--- src/slt_pkg.sv ---
`default_nettype none
package slt_pkg;

  localparam int CAPACITY = 16;
  localparam int IW = $clog2(CAPACITY);
  localparam int CW = $clog2(CAPACITY + 1);
  localparam int DW = 32;

  typedef enum logic [1:0] {
    ACT_INSERT = 2'd0,
    ACT_DELETE = 2'd1,
    ACT_READ   = 2'd2
  } action_t;

  typedef enum logic [1:0] {
    ST_OK        = 2'd0,
    ST_NOT_FOUND = 2'd1,
    ST_BAD_POS   = 2'd2,
    ST_FULL      = 2'd3
  } status_t;

  typedef enum logic [2:0] {
    S_IDLE,
    S_READ,
    S_EVAL,
    S_PLACE,
    S_FINISH
  } state_t;

  typedef struct packed {
    logic          we;
    logic [IW-1:0] waddr;
    logic [DW-1:0] wdata;
    logic          re;
    logic [IW-1:0] raddr;
  } ram_req_t;

  typedef struct packed {
    logic gt;
    logic eq;
  } cmp_t;

  typedef struct packed {
    logic                 valid;
    status_t              status;
    logic signed [DW-1:0] read_value;
    logic [CW-1:0]        count;
  } res_t;

endpackage
`default_nettype wire

--- src/sorted_list_table.sv ---
// Sorted table, one request at a time via one compare unit and a two-port RAM.
// A read does one RAM read; delete scans every entry; insert scans from the top
// entry down to its place (each scan step is a RAM read, then a compare); full,
// empty and invalid requests finish without a scan. in_ready is low while a
// request runs or its result waits for transfer.
// Reset clears the entry count and control; table contents are not cleared.
`default_nettype none
module sorted_list_table
  import slt_pkg::*;
(
  input  wire logic                 clk,
  input  wire logic                 rst,
  input  wire logic                 in_valid,
  output      logic                 in_ready,
  input  wire logic [1:0]           action,
  input  wire logic signed [DW-1:0] value,
  input  wire logic [CW-1:0]        position,
  output      logic                 out_valid,
  input  wire logic                 out_ready,
  output      logic [1:0]           status,
  output      logic signed [DW-1:0] read_value,
  output      logic [CW-1:0]        entry_count
);

  ram_req_t             req;
  res_t                 res;
  cmp_t                 cmp;
  logic [DW-1:0]        rdata;
  logic signed [DW-1:0] key;
  logic                 idle;
  logic                 start;

  assign in_ready = idle && !out_valid;
  assign start    = in_valid && in_ready;

  slt_ram #(
    .WIDTH(DW),
    .DEPTH(CAPACITY)
  ) u_ram (
    .clk  (clk),
    .we   (req.we),
    .waddr(req.waddr),
    .wdata(req.wdata),
    .re   (req.re),
    .raddr(req.raddr),
    .rdata(rdata)
  );

  slt_cmp u_cmp (
    .a  (rdata),
    .b  (key),
    .res(cmp)
  );

  slt_seq u_seq (
    .clk     (clk),
    .rst     (rst),
    .start   (start),
    .action  (action),
    .value   (value),
    .position(position),
    .rdata   (rdata),
    .cmp     (cmp),
    .key     (key),
    .req     (req),
    .res     (res),
    .idle    (idle)
  );

  always_ff @(posedge clk) begin
    if (rst) begin
      out_valid <= 1'b0;
    end else if (res.valid) begin
      out_valid <= 1'b1;
    end else if (out_ready) begin
      out_valid <= 1'b0;
    end
    if (res.valid) begin
      status      <= res.status;
      read_value  <= res.read_value;
      entry_count <= res.count;
    end
  end

endmodule
`default_nettype wire

--- src/slt_ram.sv ---
`default_nettype none
module slt_ram #(
  parameter int WIDTH = 32,
  parameter int DEPTH = 16
) (
  input  wire logic                     clk,
  input  wire logic                     we,
  input  wire logic [$clog2(DEPTH)-1:0] waddr,
  input  wire logic [WIDTH-1:0]         wdata,
  input  wire logic                     re,
  input  wire logic [$clog2(DEPTH)-1:0] raddr,
  output      logic [WIDTH-1:0]         rdata
);

  logic [WIDTH-1:0] mem [DEPTH];

  always_ff @(posedge clk) begin
    if (we) begin
      mem[waddr] <= wdata;
    end
    if (re) begin
      rdata <= mem[raddr];
    end
  end

endmodule
`default_nettype wire

--- src/slt_cmp.sv ---
`default_nettype none
module slt_cmp
  import slt_pkg::*;
(
  input  wire logic signed [DW-1:0] a,
  input  wire logic signed [DW-1:0] b,
  output      cmp_t                 res
);

  always_comb begin
    res.gt = a > b;
    res.eq = a == b;
  end

endmodule
`default_nettype wire

--- src/slt_seq.sv ---
`default_nettype none
module slt_seq
  import slt_pkg::*;
(
  input  wire logic                 clk,
  input  wire logic                 rst,
  input  wire logic                 start,
  input  wire logic [1:0]           action,
  input  wire logic signed [DW-1:0] value,
  input  wire logic [CW-1:0]        position,
  input  wire logic [DW-1:0]        rdata,
  input  wire cmp_t                 cmp,
  output      logic signed [DW-1:0] key,
  output      ram_req_t             req,
  output      res_t                 res,
  output      logic                 idle
);

  state_t               state, state_next;
  action_t              act, act_next;
  logic signed [DW-1:0] key_next;
  logic [IW-1:0]        idx, idx_next;
  logic [CW-1:0]        count, count_next;
  logic                 found, found_next;
  status_t              status, status_next;
  logic signed [DW-1:0] rd, rd_next;

  logic [CW-1:0] pos_m1;
  logic [CW-1:0] cnt_m1;
  logic          is_full;
  logic          is_empty;
  logic          bad_pos;
  logic          last;

  assign pos_m1   = position - CW'(1);
  assign cnt_m1   = count - CW'(1);
  assign is_full  = count >= CW'(CAPACITY);
  assign is_empty = count == '0;
  assign bad_pos  = (position == '0) || (position > count);
  assign last     = idx == cnt_m1[IW-1:0];

  always_ff @(posedge clk) begin
    if (rst) begin
      state <= S_IDLE;
      count <= '0;
    end else begin
      state <= state_next;
      count <= count_next;
    end
    act    <= act_next;
    key    <= key_next;
    idx    <= idx_next;
    found  <= found_next;
    status <= status_next;
    rd     <= rd_next;
  end

  always_comb begin
    state_next = state;
    case (state)
      S_IDLE: begin
        if (start) begin
          case (action_t'(action))
            ACT_INSERT: state_next = (is_full || is_empty) ? S_FINISH : S_READ;
            ACT_DELETE: state_next = is_empty ? S_FINISH : S_READ;
            ACT_READ:   state_next = bad_pos ? S_FINISH : S_READ;
            default:    state_next = S_FINISH;
          endcase
        end
      end
      S_READ: state_next = S_EVAL;
      S_EVAL: begin
        case (act)
          ACT_INSERT: begin
            if (cmp.gt) begin
              state_next = (idx == '0) ? S_PLACE : S_READ;
            end else begin
              state_next = S_FINISH;
            end
          end
          ACT_DELETE: state_next = last ? S_FINISH : S_READ;
          default:    state_next = S_FINISH;
        endcase
      end
      S_PLACE:  state_next = S_FINISH;
      S_FINISH: state_next = S_IDLE;
      default:  state_next = S_IDLE;
    endcase
  end

  always_comb begin
    act_next    = act;
    key_next    = key;
    idx_next    = idx;
    count_next  = count;
    found_next  = found;
    status_next = status;
    rd_next     = rd;
    req         = '0;
    case (state)
      S_IDLE: begin
        if (start) begin
          act_next    = action_t'(action);
          key_next    = value;
          found_next  = 1'b0;
          status_next = ST_OK;
          rd_next     = '0;
          case (action_t'(action))
            ACT_INSERT: begin
              if (is_full) begin
                status_next = ST_FULL;
              end else if (is_empty) begin
                req.we     = 1'b1;
                req.waddr  = '0;
                req.wdata  = value;
                count_next = count + CW'(1);
              end else begin
                idx_next = cnt_m1[IW-1:0];
              end
            end
            ACT_DELETE: begin
              if (is_empty) begin
                status_next = ST_NOT_FOUND;
              end
              idx_next = '0;
            end
            ACT_READ: begin
              if (bad_pos) begin
                status_next = ST_BAD_POS;
              end
              idx_next = pos_m1[IW-1:0];
            end
            default: status_next = ST_BAD_POS;
          endcase
        end
      end
      S_READ: begin
        req.re    = 1'b1;
        req.raddr = idx;
      end
      S_EVAL: begin
        case (act)
          ACT_INSERT: begin
            req.we    = 1'b1;
            req.waddr = idx + IW'(1);
            if (cmp.gt) begin
              req.wdata = rdata;
              idx_next  = idx - IW'(1);
            end else begin
              req.wdata  = key;
              count_next = count + CW'(1);
            end
          end
          ACT_DELETE: begin
            if (found) begin
              req.we    = 1'b1;
              req.waddr = idx - IW'(1);
              req.wdata = rdata;
            end
            found_next = found || cmp.eq;
            idx_next   = idx + IW'(1);
            if (last) begin
              if (found || cmp.eq) begin
                count_next = cnt_m1;
              end else begin
                status_next = ST_NOT_FOUND;
              end
            end
          end
          default: rd_next = rdata;
        endcase
      end
      S_PLACE: begin
        req.we     = 1'b1;
        req.waddr  = '0;
        req.wdata  = key;
        count_next = count + CW'(1);
      end
      default: ;
    endcase
  end

  always_comb begin
    idle           = state == S_IDLE;
    res.valid      = state == S_FINISH;
    res.status     = status;
    res.read_value = rd;
    res.count      = count;
  end

  a_count_bound: assert property (@(posedge clk) disable iff (rst)
    count <= CW'(CAPACITY))
    else $error("entry count above capacity");

  a_eval_after_read: assert property (@(posedge clk) disable iff (rst)
    state == S_READ |=> state == S_EVAL)
    else $error("compare step without a preceding read");

  a_full_at_cap: assert property (@(posedge clk) disable iff (rst)
    (state == S_FINISH && status == ST_FULL) |-> count == CW'(CAPACITY))
    else $error("full reported below capacity");

  a_place_bottom: assert property (@(posedge clk) disable iff (rst)
    state == S_PLACE |-> (act == ACT_INSERT && $past(idx) == '0))
    else $error("bottom placement outside insert");

endmodule
`default_nettype wire
--- config.mk ---
export PLATFORM = sky130hd
export DESIGN_NAME = sorted_list_table
export DESIGN_NICKNAME = d
export VERILOG_FILES = /design/src/slt_pkg.sv /design/src/sorted_list_table.sv /design/src/slt_ram.sv /design/src/slt_cmp.sv /design/src/slt_seq.sv
export SDC_FILE = /design/constraint.sdc
export NUM_CORES = 1
export LEC_CHECK = 0
export BUFFER_PORTS_ARGS = -buffer_cell sky130_fd_sc_hd__buf_2
export CAP_MARGIN = 20
export CORE_MARGIN = 3
export CORE_UTILIZATION = 35
export DETAILED_ROUTE_END_ITERATION = 6
export GPL_TIMING_DRIVEN = 1
export PLACE_DENSITY = 0.61
export SLEW_MARGIN = 20
export SYNTH_ARGS = -nofsm -noshare
export SYNTH_HDL_FRONTEND = slang
export SYNTH_SLANG_ARGS = --single-unit
--- constraint.sdc ---
create_clock -name clk -period 5.7 [get_ports clk]
set_input_delay 0.855 -clock clk [delete_from_list [all_inputs] [get_ports clk]]
set_output_delay 0.855 -clock clk [all_outputs]
set_load 0.005 [all_outputs]
=== After elaboration in Yosys (flattened, before gate mapping) ===
Memory sizes are Yosys's and may differ from the RTL's. A register that Yosys moved wholly into a read port is not among the register bits.
Cells that the tools add are included.

* Bits in registers: 121
* Bits in writable memories: 512
* Input bits: 43
* Word-level logic and storage cells: 122
* Memories kept: 1

{| class="wikitable"
|+ Memory list
! memory !! depth !! width !! read ports !! clocked after Yosys merged registers in !! write ports !! RTL line !! RTL
|-
| u_ram.mem || 16 || 32 || 1 || 1 || 1 || slt_ram.sv:15 || <nowiki>logic [WIDTH-1:0] mem [DEPTH];</nowiki>
|}

* $add $sub $neg: 5
* Order comparisons: 3
* Equality and inequality tests: 25
* Muxes and demuxes: 54
* Reductions and logical operators: 22

{| class="wikitable"
|+ Operators with widths
! operator !! number
|-
| 2-to-1 mux 37 bit || 5
|-
| one-hot mux 37 bit (3 select lines) || 1
|-
| 2-to-1 mux 32 bit || 3
|-
| one-hot mux 37 bit (2 select lines) || 1
|-
| one-hot mux 32 bit (2 select lines) || 1
|-
| 2-to-1 mux 5 bit || 8
|-
| == test 32 bit || 1
|-
| greater-than comparator 32 bit || 1
|-
| 2-to-1 mux 3 bit || 6
|-
| 2-to-1 mux 4 bit || 4
|-
| one-hot mux 4 bit (2 select lines) || 2
|-
| one-hot mux 5 bit (3 select lines) || 1
|-
| 2-to-1 mux 2 bit || 7
|-
| inequality test 3 bit (second input constant) || 4
|-
| one-hot mux 3 bit (4 select lines) || 1
|-
| one-hot mux 4 bit (3 select lines) || 1
|-
| logical NOT 5 bit || 2
|-
| inequality test 2 x 1 -> 1 bit (second input constant) || 5
|-
| one-hot mux 5 bit (2 select lines) || 1
|-
| inequality test 3 x 2 -> 1 bit (second input constant) || 3
|-
| one-hot mux 3 bit (3 select lines) || 1
|-
| AND reduction 9 bit || 1
|-
| subtractor 4 x 1 -> 4 bit (second input constant) || 2
|-
| 2-to-1 mux 1 bit || 7
|-
| other kinds (30) || 40
|}

=== Logic depth before layout (Yosys ltp) ===
Gate-level depths: netlist (run 1).

* Depth in word-level cells: 8
* Depth in mapped cells: 11
* Depth with buffers taken out: 10

=== Modules after synthesis ===
From an unflattened synthesis (run 1), not the netlist that was laid out.

* Cell total of the unflattened synthesis: 1,430
* Area total of the unflattened synthesis: 26,636.8 µm²

{| class="wikitable"
|+ By module, submodules not included
! module !! instances !! cells each !! area each (µm²)
|-
| slt_ram || 1 || 838 || 20,155.6
|-
| slt_seq || 1 || 433 || 4,415.5
|-
| sorted_list_table || 1 || 45 || 1,221.2
|-
| slt_cmp || 1 || 114 || 844.6
|}

=== Least setup slack after synthesis (run 1) ===
No wires, ideal clock.

* Kind: flip-flop to flip-flop
* From: reg u_seq.idx[0]
* To: mem u_ram.mem[12][0], enable pin
* Arrival: 3.875 ns
* Required time: 5.279 ns
* Setup slack: 1.404 ns
* Cell stages (with the launch flop): 11
* Period minus slack after synthesis: 4.296 ns
* Path through: edfxtp_1 > clkbuf_1 > clkbuf_1 > clkinv_1 > clkbuf_1 > ha_1 > xnor2_1 > o22ai_1 > nand3_1 > or3_1 > nor2_1

* Longest elaborated chain between the ends: 4
* Elaborated cells between the ends (all ways): 5

{| class="wikitable"
|+ Ends and longest elaborated chain
! item !! RTL line !! RTL
|-
| from (decl) || slt_seq.sv:22 || <nowiki>logic [IW-1:0] idx, idx_next;</nowiki>
|-
| from (signal assigned) || slt_seq.sv:52 || <nowiki>idx <= idx_next;</nowiki>
|-
| subtractor 4 x 1 -> 4 bit || slt_seq.sv:157 || <nowiki>req.waddr = idx - IW'(1);</nowiki>
|-
| 2-to-1 mux 37 bit || slt_seq.sv:155 || <nowiki>if (found) begin</nowiki>
|-
| one-hot mux 37 bit (2 select lines) * || slt_seq.sv:142 || <nowiki>case (act)</nowiki>
|-
| one-hot mux 37 bit (3 select lines) * || slt_seq.sv:100 || <nowiki>case (state)</nowiki>
|-
| to (decl) || slt_ram.sv:15 ||
|}

Mark *: on every way between the ends. The rest lies on a longest branch, timed or not.

=== Worst setup path in the final report (run 1) ===
* From: reg u_seq.idx[0]
* To: mem u_ram.mem[12][13], enable pin

The elaborated chain is that of the path after synthesis.

==> results of run 1 <==
[routing by layer]
metal  track usage  vias up
met4       0.05154        0
met2        0.2782      765
met5             0        -
met1        0.2348     8500
met3       0.03304      110
li1              -     7627
[final cells by class]
type,count,area (sq um),share of cell area
multi-input combinational,1046,7714,0.2386
clock buffer,85,1871,0.05785
sequential,665,19880,0.6148
inverter,52,195.2,0.006036
tap,1050,1314,0.04063
clock inverter,40,341.6,0.01056
timing repair buffer,162,1021,0.03158
[final timing paths]
check,endpoint,from,cells after the start
max,u_ram.mem[12][13],u_seq.idx[0],8
min,read_value[3],u_seq.rd[3],0
max reg2reg,u_ram.mem[12][13],u_seq.idx[0],8
min reg2reg,read_value[3],u_seq.rd[3],0
[logic make-up after synthesis]
logic type,Yosys count
AO/OA/AOI/OAI,502
AND/OR/NAND/NOR,255
buffers and inverters,169
flip-flops,665
XOR/XNOR,16
adder cells (fa/ha/maj),47
multiplexers,226
[where the power goes]
| part | switching (mW) | internal (mW) | total [mW] |
|---|---|---|---|
| Combinational | 0.702 | 0.356 | 1.06 |
| Sequential | 0.0711 | 5.50 | 5.57 |
| Clock | 1.87 | 2.53 | 4.40 |
| Total | 2.65 | 8.38 | 11.0 |
[state kept, by name, summed over array words and instances (netlist names)]
name / count
u_seq.key: 32
u_ram.mem: 512
u_seq.found: 1
u_seq.status: 2
u_seq.state: 3
u_seq.act: 2
u_seq.rd: 32
u_ram.rdata: 32
entry_count: 5
out_valid: 1
u_seq.idx: 4
status: 2
u_seq.count: 5
read_value: 32
[cells in the final DEF, fill, tap and decap left out, types with 7 or more instances in the layout]
| cell type | count |
|---|---|
| buf_2 | 83 |
| nor2_4 | 17 |
| xnor2_1 | 10 |
| a31oi_1 | 34 |
| nor3_1 | 7 |
| a22o_1 | 32 |
| o21ai_0 | 115 |
| mux2_1 | 13 |
| nand2_1 | 58 |
| clkinv_2 | 9 |
| and3_1 | 35 |
| o31ai_1 | 33 |
| nand4_1 | 10 |
| mux2i_1 | 97 |
| edfxtp_1 | 656 |
| nand3_1 | 44 |
| clkbuf_1 | 11 |
| inv_1 | 47 |
| nor2_1 | 24 |
| buf_4 | 78 |
| and2_1 | 32 |
| mux2_2 | 116 |
| ha_1 | 47 |
| clkbuf_16 | 72 |
| a21oi_1 | 194 |
| dfxtp_1 | 9 |
| clkinv_1 | 17 |
| o221ai_1 | 32 |
| a221oi_1 | 33 |
[through the flow]
stage / hold WS, ns / worst slack, ns / std cells / util / instance area (sq um)
final: 0.4187 / 1.479 / 3100 / 0.4080 / 32330
after global routing: 0.4165 / 1.314 / 3100 / 0.4080 / 32330
after CTS: 0.4043 / 1.498 / 3100 / 0.4080 / 32330
after detailed placement: 0.4045 / 1.513 / 2975 / 0.3801 / 30120
after global placement: 0.4016 / 1.591 / 2974 / 0.3798 / 30100
after floorplan: 0.4003 / 1.404 / 1880 / - / 28100
==> impl_metrics.py, run 1 <==
metrics = {
    "floorplan": {
        "rows": 103,
        "fp.dieW_microns": 289.3,
        "start_util": 0.3545,
        "die_h_microns": 289.3,
        "dieArea_sq_um": 83720,
        "core_area_sq_um": 79260,
        "io_pins": 84,
    },
    "yosys": {
        "synth-simple-area-share": 0.04569,
        "synth_compound_area_frac": 0.1103,
        "async_reset_ff_frac": 0,
        "synthesis.area_sq_um": 28100,
        "synthTopCellsByCount": "edfxtp_1 (656), a21oi_1 (194), mux2_2 (116), o21ai_0 (116), mux2i_1 (97)",
        "synthMuxAreaShare": 0.08625,
        "synth-seq-cells": 665,
        "synth_top_family_by_area": "compound AO/OA/AOI/OAI gates",
        "synth_area_leaders": "edfxtp_1 (70%), mux2_2 (4.6%), a21oi_1 (3.5%)",
        "synth-adder-area-share": 0.02093,
        "synthMostInstantiatedCell": "edfxtp_1",
        "synth_edf_count": 656,
        "ys.flop_type": "edfxtp_1",
        "synth_largest_type_area_fraction": 0.7011,
        "ys_warn_count": 0,
        "synth_area_leader_cell": "edfxtp_1",
        "avgSynthCellArea_sq_um": 14.95,
        "ys_seq_area_frac": 0.7075,
        "synth_xor_area_frac": 0.005477,
        "synthDistinctLibCells": 56,
        "synth_nets": 1970,
        "synthCells": 1880,
    },
    "sta": {
        "hold_viol_final": 0,
        "clock.fmax_mhz": 236.9,
        "finalClockSkew_ns": 0.02085,
        "fin_crit_sh": 0.7406,
        "drv_slew": 0,
        "rsz0062_at_grt": "false",
        "period_needed_ns": 4.221,
        "finalSetupTns_ns": 0,
        "relSlewSlack": 0.3205,
        "finalSetupViolCount": 0,
        "tightestPinTransition_ns": 1.015,
    },
    "routing": {
        "wl_met2_microns": 34120,
        "routed_wl_microns": 72570,
        "route.met3.wl_microns": 6021,
        "drtAntennaViolNets": 0,
        "dr.max_layer_used": "met4",
        "first_pass_iters": 6,
        "m1WireLength_microns": 30750,
        "drc": 0,
        "drt_iter0_drc": 1882,
        "viasPerCell": 5.485,
        "wl_per_cell_microns": 23.41,
        "route.vias.total": 17002,
    },
    "critical_path": {
        "slowest_stage": "clkinv_1",
        "cp.arrival_ns": 4.50,
        "cp.required_ns": 5.98,
        "critPathTopFamily": "simple AND/OR/NAND/NOR gates",
        "rrSetupSlack_ns": 1.48,
        "worstSetupPathType": "flop to flop",
        "path_cells": "clkinv_1, ha_1, xnor2_1, o22ai_1, nand3_1, or3_1, nor2_4, buf_4",
        "worst-path-buf-inv": 2,
        "endpoint_kind": "flop",
        "cp_max_fo": 20,
        "cp-start-kind": "flop",
        "max_stage_delay_ns": 0.73,
    },
    "worst_hold_path": {
        "hp-class": "flop to flop",
    },
    "clock_network": {
        "ctsResizeCount": 0,
        "numCtsBuffers": 68,
        "clkLatencyLatePin_ns": 0.61,
        "clk_transition_reported_paths_ns": 0.06,
        "cts_tree": "yes",
        "htree_levels": 3,
        "cts_root_buf": "clkbuf_16",
        "post_cts_buffers": 0,
        "hold_buffers": 0,
        "clock-sinks": 665,
        "cts_max_path_buffers": 3,
    },
    "cells_and_area": {
        "fillCellCount": 7215,
        "syn2layout_area_growth_pct": 15.08,
        "num_antenna_cells": 0,
        "drive_gt1_frac": 0.2024,
        "final_nets": 2085,
    },
    "grt": {
        "grt_max_degree": 74,
        "grtUsageTotal": 0.1717,
        "grt_pass1_wl_microns": 107400,
        "antenna_found_initial": 1,
        "grt_pass1_vias": 16751,
        "grt.overflow.total": 0,
    },
    "pwr": {
        "leakagePower_nw": 12.02,
        "powerDensity_nw_per_um2": 341.1,
        "ir_drop_mv": 0.1759,
        "power.total_mw": 11.03,
    },
    "place": {
        "dpl.hpwl_microns": 44700,
        "gp_congestion": 0.8714,
        "port_buffers": 83,
    },
    "run_status": {
        "status": "completed",
    },
    "flow_run": {
        "cap_violations": 0,
    },
}
No activity file was read; power rests on OpenSTA's default activity.
==> run 2, diff against run 1 <==
==> constraint.sdc (replaced) <==
create_clock -name clk -period 3.9 [get_ports clk]
set_input_delay 0.585 -clock clk [delete_from_list [all_inputs] [get_ports clk]]
set_output_delay 0.585 -clock clk [all_outputs]
set_load 0.005 [all_outputs]
==> run 2 against run 1 <==
  * Non-clock buffer count is 20 higher
  * Utilization hardly changed
  * Sequential power is 46% higher
  * Clock skew is 0.0037 ns higher
  * Critical path type unchanged
  * Highest routed layer unchanged
==> impl_metrics.py, run 2 (synthesized netlist as in run 1, its figures left out) <==
metrics = {
    "sta": {
        "rsz0062_at_grt": "false",
        "finalSetupViolCount": 0,
        "hold_viol_final": 0,
        "whs_ns": 0.1684,
        "relSlewSlack": 0.3507,
        "period_needed_ns": 3.423,
        "clock.fmax_mhz": 292.1,
        "tightestPinTransition_ns": 0.9739,
        "finalClockSkew_ns": 0.02450,
        "drv_slew": 0,
        "fin_crit_sh": 0.8778,
    },
    "critical_path": {
        "cp_max_fo": 21,
        "worstSetupPathType": "flop to flop",
        "cp.arrival_ns": 3.80,
        "max_stage_delay_ns": 0.58,
        "endpoint_kind": "flop",
        "worst-path-buf-inv": 2,
        "cp.required_ns": 4.28,
        "path_cells": "ha_1, nand4_1, or4_1, nor2_1, o311ai_1, a31oi_2, nand2_4, buf_12, mux2i_1, o21ai_0, buf_4",
        "critPathTopFamily": "simple AND/OR/NAND/NOR gates",
        "slowest_stage": "or4_1",
        "cp-start-kind": "flop",
    },
    "grt": {
        "grt_pass1_vias": 17056,
        "grtUsageTotal": 0.1878,
        "grt.overflow.total": 0,
        "use_met2": 0.3172,
        "grt_pass1_wl_microns": 115400,
        "top_usage_layer": "met2",
        "grt_max_degree": 153,
        "grt_use_met3": 0.02557,
        "antenna_found_initial": 2,
        "grtUsageMet1": 0.2484,
    },
    "cells_and_area": {
        "finalCoreUtilization": 0.4082,
        "num_antenna_cells": 0,
        "design_area_sq_um": 32350,
        "syn2layout_area_growth_pct": 15.15,
        "fillCellCount": 7161,
        "largest_register_ffs": 512,
        "final_nets": 2097,
        "layout_commonest_cell": "edfxtp_1",
        "drive_gt1_frac": 0.2069,
        "regMostFlops": "u_ram.mem",
        "layout.cells.most_common_list": "edfxtp_1 (656), a21oi_1 (194), mux2_2 (116)",
    },
    "floorplan": {
        "rows": 103,
        "dieArea_sq_um": 83720,
        "die_h_microns": 289.3,
        "core_area_sq_um": 79260,
        "start_util": 0.3545,
        "fp.dieW_microns": 289.3,
        "io_pins": 84,
    },
    "clock_network": {
        "clk_transition_reported_paths_ns": 0.06,
        "ctsResizeCount": 0,
        "clkLatencyLatePin_ns": 0.64,
        "htree_levels": 2,
        "cts_max_path_buffers": 3,
        "cts_tree": "yes",
        "hold_buffers": 0,
        "numCtsBuffers": 60,
        "post_cts_buffers": 0,
        "cts_root_buf": "clkbuf_16",
        "clock-sinks": 665,
    },
    "routing": {
        "drc": 0,
        "drt_iter0_drc": 1881,
        "viasPerCell": 5.634,
        "first_pass_iters": 5,
        "drtAntennaViolNets": 0,
        "wl_per_cell_microns": 25.88,
        "route.vias.total": 17487,
        "routed_wl_microns": 80330,
    },
    "worst_hold_path": {
        "hp-class": "input pin to flop",
    },
    "place": {
        "postPlaceCellArea_sq_um": 30440,
        "port_buffers": 83,
        "dpl.hpwl_microns": 44920,
        "gp_congestion": 0.8193,
    },
    "pwr": {
        "leakagePower_nw": 12.05,
        "powerDensity_nw_per_um2": 481.2,
        "ir_drop_mv": 0.3380,
    },
    "flow_run": {
        "cap_violations": 0,
    },
    "run_status": {
        "status": "completed",
    },
}
run 2: cell types whose count changed in the layout (fill, tap and decap cells not counted):
cell / change
clkinv_2: +8
clkinv_8: -3
clkinv_1: -1
clkbuf_16: -11
clkinvlp_4: -4
buf_12: +13
clkbuf_1: -5
inv_16: +1
buf_4: +7
clkinv_4: -1
bufinv_16: +2
clkbuf_8: -2
run 2: power by group:
part	switching (mW)	total [mW]	internal (mW)	leakage (nW)
registers	0.105	8.14	8.04	6.74
logic	1.03	1.58	0.550	4.36
clock network	2.60	5.84	3.25	0.951
total	3.74	15.6	11.8	12.1
run 2: worst paths after layout:
path,from,to,slack [ns],depth (start not counted)
max,u_ram.rdata[19],u_ram.mem[9][19],0.48,11
min,value[13],u_seq.key[13],0.17,1
max reg2reg,u_ram.rdata[19],u_ram.mem[9][19],0.48,11
min reg2reg,u_seq.rd[25],read_value[25],0.42,0
run 2: cell type report:
| type | count | area (sq um) | area share |
|---|---|---|---|
| Sequential cell | 665 | 19880 | 0.6144 |
| Inverter | 52 | 195.2 | 0.006033 |
| Clock inverter | 42 | 370.4 | 0.01145 |
| Timing Repair Buffer | 182 | 1334 | 0.04122 |
| Clock buffer | 67 | 1549 | 0.04788 |
| Tap cell | 1050 | 1314 | 0.04060 |
| Multi-Input combinational cell | 1046 | 7714 | 0.2384 |
run 2: per-layer routing:
layer | vias to the layer above | part of all wire
met2 | 753 | 0.48
met1 | 8943 | 0.41
met5 | - | 0
met4 | 0 | 0.034
met3 | 160 | 0.076
li1 | 7631 | -
run 2: stage by stage:
stage / worst slack [ns] / setup TNS (ns) / power, mW / instances
3_3_place_gp: 0.5347 / 0 / 9.838 / 2995
4_1_cts: 0.4854 / 0 / 15.65 / 3104
3_5_place_dp: 0.5082 / 0 / 9.863 / 2995
5_1_grt: 0.2630 / 0 / 16.08 / 3104
2_1_floorplan: -0.3964 / -50.74 / 9.289 / 1880
6_report: 0.4765 / 0 / 15.57 / 3104
==> run 3, diff against run 2 <==
--- a/config.mk
+++ b/config.mk
@@ -12,6 +12,7 @@
 export DETAILED_ROUTE_END_ITERATION = 6
 export GPL_TIMING_DRIVEN = 1
 export PLACE_DENSITY = 0.61
+export RECOVER_POWER = 50
 export SLEW_MARGIN = 20
 export SYNTH_ARGS = -nofsm -noshare
 export SYNTH_HDL_FRONTEND = slang
==> run 3 against run 2 <==
  * Hold slack improved by 0.053 ns
  * Register-to-register slack worse by 0.15 ns
  * Combinational power about the same
  * Via count increased by 0.14%
  * Die area unchanged
  * Global-route usage is the same
  * The flow now finishes with violations (capacitance limit, slew limit)
  * Largest power group unchanged
  * Cell area down 0.70%
  * Sequential power about the same
  * Critical endpoint is now u_ram.mem[13][25]
  * First-iteration DRC count barely moved
  * Cell count stayed put
==> impl_metrics.py, run 3 (synthesized netlist as in run 1, its figures left out) <==
metrics = {
    "run_status": {
        "status": "complete, but fails checks",
        "violations": "capacitance limit, slew limit",
    },
    "clock_network": {
        "clock-sinks": 665,
        "cts_root_buf": "clkbuf_16",
        "post_cts_buffers": 0,
        "hold_buffers": 0,
        "ctsResizeCount": 0,
        "clk_transition_reported_paths_ns": 0.07,
        "cts_max_path_buffers": 3,
        "numCtsBuffers": 60,
        "cts_tree": "yes",
        "clkLatencyLatePin_ns": 0.64,
        "htree_levels": 2,
    },
    "grt": {
        "top_usage_layer": "met2",
        "grt_pass1_vias": 17056,
        "grtUsageTotal": 0.1878,
        "grtUsageMet1": 0.2484,
        "grt_use_met3": 0.02557,
        "antenna_found_initial": 1,
        "grt_pass1_wl_microns": 115400,
        "grt.overflow.total": 0,
        "grt_max_degree": 153,
        "use_met2": 0.3172,
    },
    "place": {
        "port_buffers": 83,
        "dpl.hpwl_microns": 44920,
        "gp_congestion": 0.8193,
        "postPlaceCellArea_sq_um": 30440,
    },
    "cells_and_area": {
        "finalCoreUtilization": 0.4054,
        "num_antenna_cells": 0,
        "layout_commonest_cell": "edfxtp_1",
        "syn2layout_area_growth_pct": 14.34,
        "regMostFlops": "u_ram.mem",
        "design_area_sq_um": 32130,
        "fillCellCount": 7231,
        "layout.cells.most_common_list": "edfxtp_1 (656), a21oi_1 (194), o21ai_0 (116), mux2_2 (116), mux2i_1 (97)",
        "largest_register_ffs": 512,
        "drive_gt1_frac": 0.1665,
        "final_nets": 2097,
    },
    "worst_hold_path": {
        "hp-class": "input pin to flop",
    },
    "sta": {
        "finalClockSkew_ns": 0.02376,
        "fin_crit_sh": 0.9162,
        "relSlewSlack": -0.5300,
        "drv_slew": 138,
        "period_needed_ns": 3.573,
        "tightestPinTransition_ns": 2.295,
        "finalSetupTns_ns": 0,
        "finalSetupViolCount": 0,
        "clock.fmax_mhz": 279.9,
        "rsz0062_at_grt": "false",
        "hold_viol_final": 0,
    },
    "floorplan": {
        "start_util": 0.3545,
        "core_area_sq_um": 79260,
        "io_pins": 84,
        "rows": 103,
        "dieArea_sq_um": 83720,
        "fp.dieW_microns": 289.3,
        "die_h_microns": 289.3,
    },
    "pwr": {
        "leakagePower_nw": 11.80,
        "ir_drop_mv": 0.3371,
        "powerDensity_nw_per_um2": 484.0,
    },
    "routing": {
        "drc": 0,
        "viasPerCell": 5.642,
        "drtAntennaViolNets": 0,
        "routed_wl_microns": 80250,
        "first_pass_iters": 5,
        "route.vias.total": 17512,
        "drt_iter0_drc": 1880,
        "wl_per_cell_microns": 25.85,
    },
    "critical_path": {
        "cp.required_ns": 4.37,
        "worstSetupPathType": "flop to flop",
        "cp.arrival_ns": 4.05,
        "cp_max_fo": 36,
        "cp-start-kind": "flop",
        "endpoint_kind": "flop",
    },
    "flow_run": {
        "cap_violations": 4,
    },
}
run 3: through the flow:
step / std cells / setup WS, ns / power, mW / hold WS, ns
detailed placement: 2995 / 0.5082 / 9.863 / 0.4045
floorplan: 1880 / -0.3964 / 9.289 / 0.4003
finish: 3104 / 0.3267 / 15.55 / 0.2213
global route: 3104 / 0.1474 / 16.06 / 0.2099
CTS: 3104 / 0.4854 / 15.65 / 0.1458
global placement: 2995 / 0.5347 / 9.838 / 0.4009
run 3: report_power, final:
| part | switching, mW | leakage (nW) | internal, mW |
|---|---|---|---|
| registers | 0.105 | 6.74 | 8.04 |
| clock network | 2.59 | 0.951 | 3.25 |
| logic | 1.03 | 4.11 | 0.533 |
| total | 3.72 | 11.8 | 11.8 |
run 3: area by class of cell:
type                       count  area (sq um)  area share
multi-input combinational   1046          7637      0.2377
tap                         1050          1314     0.04089
clock buffer                  67          1549     0.04821
inverter                      52         195.2    0.006075
clock inverter                42         370.4     0.01153
timing repair buffer         182          1182     0.03680
sequential                   665         19880      0.6188
run 3: layer usage:
layer / wire length (microns) / vias to the layer above
li1: - / 7640
met1: 32420 / 8895
met2: 38670 / 825
met3: 6483 / 152
met4: 2673 / 0
met5: 0 / -
run 3: critical path, cell delays in order (launching register included):
cell and delay (ns):
dfxtp_1 0.38, nor4_1 0.48, nand2_1 0.25, inv_1 0.12
clkbuf_2 0.94, and3_1 0.35, buf_4 0.33, a21oi_1 0.12
o21ai_0 0.19, buf_4 0.26
run 3: path summary, 6_finish.rpt:
path	cells past startpoint	from	end	slack (ns)
setup / recovery	9	u_seq.state[2]	u_ram.mem[13][25]	0.33
hold / removal	1	value[17]	u_seq.key[17]	0.22
setup reg to reg	9	u_seq.state[2]	u_ram.mem[13][25]	0.33
hold reg to reg	0	u_seq.rd[25]	read_value[25]	0.42
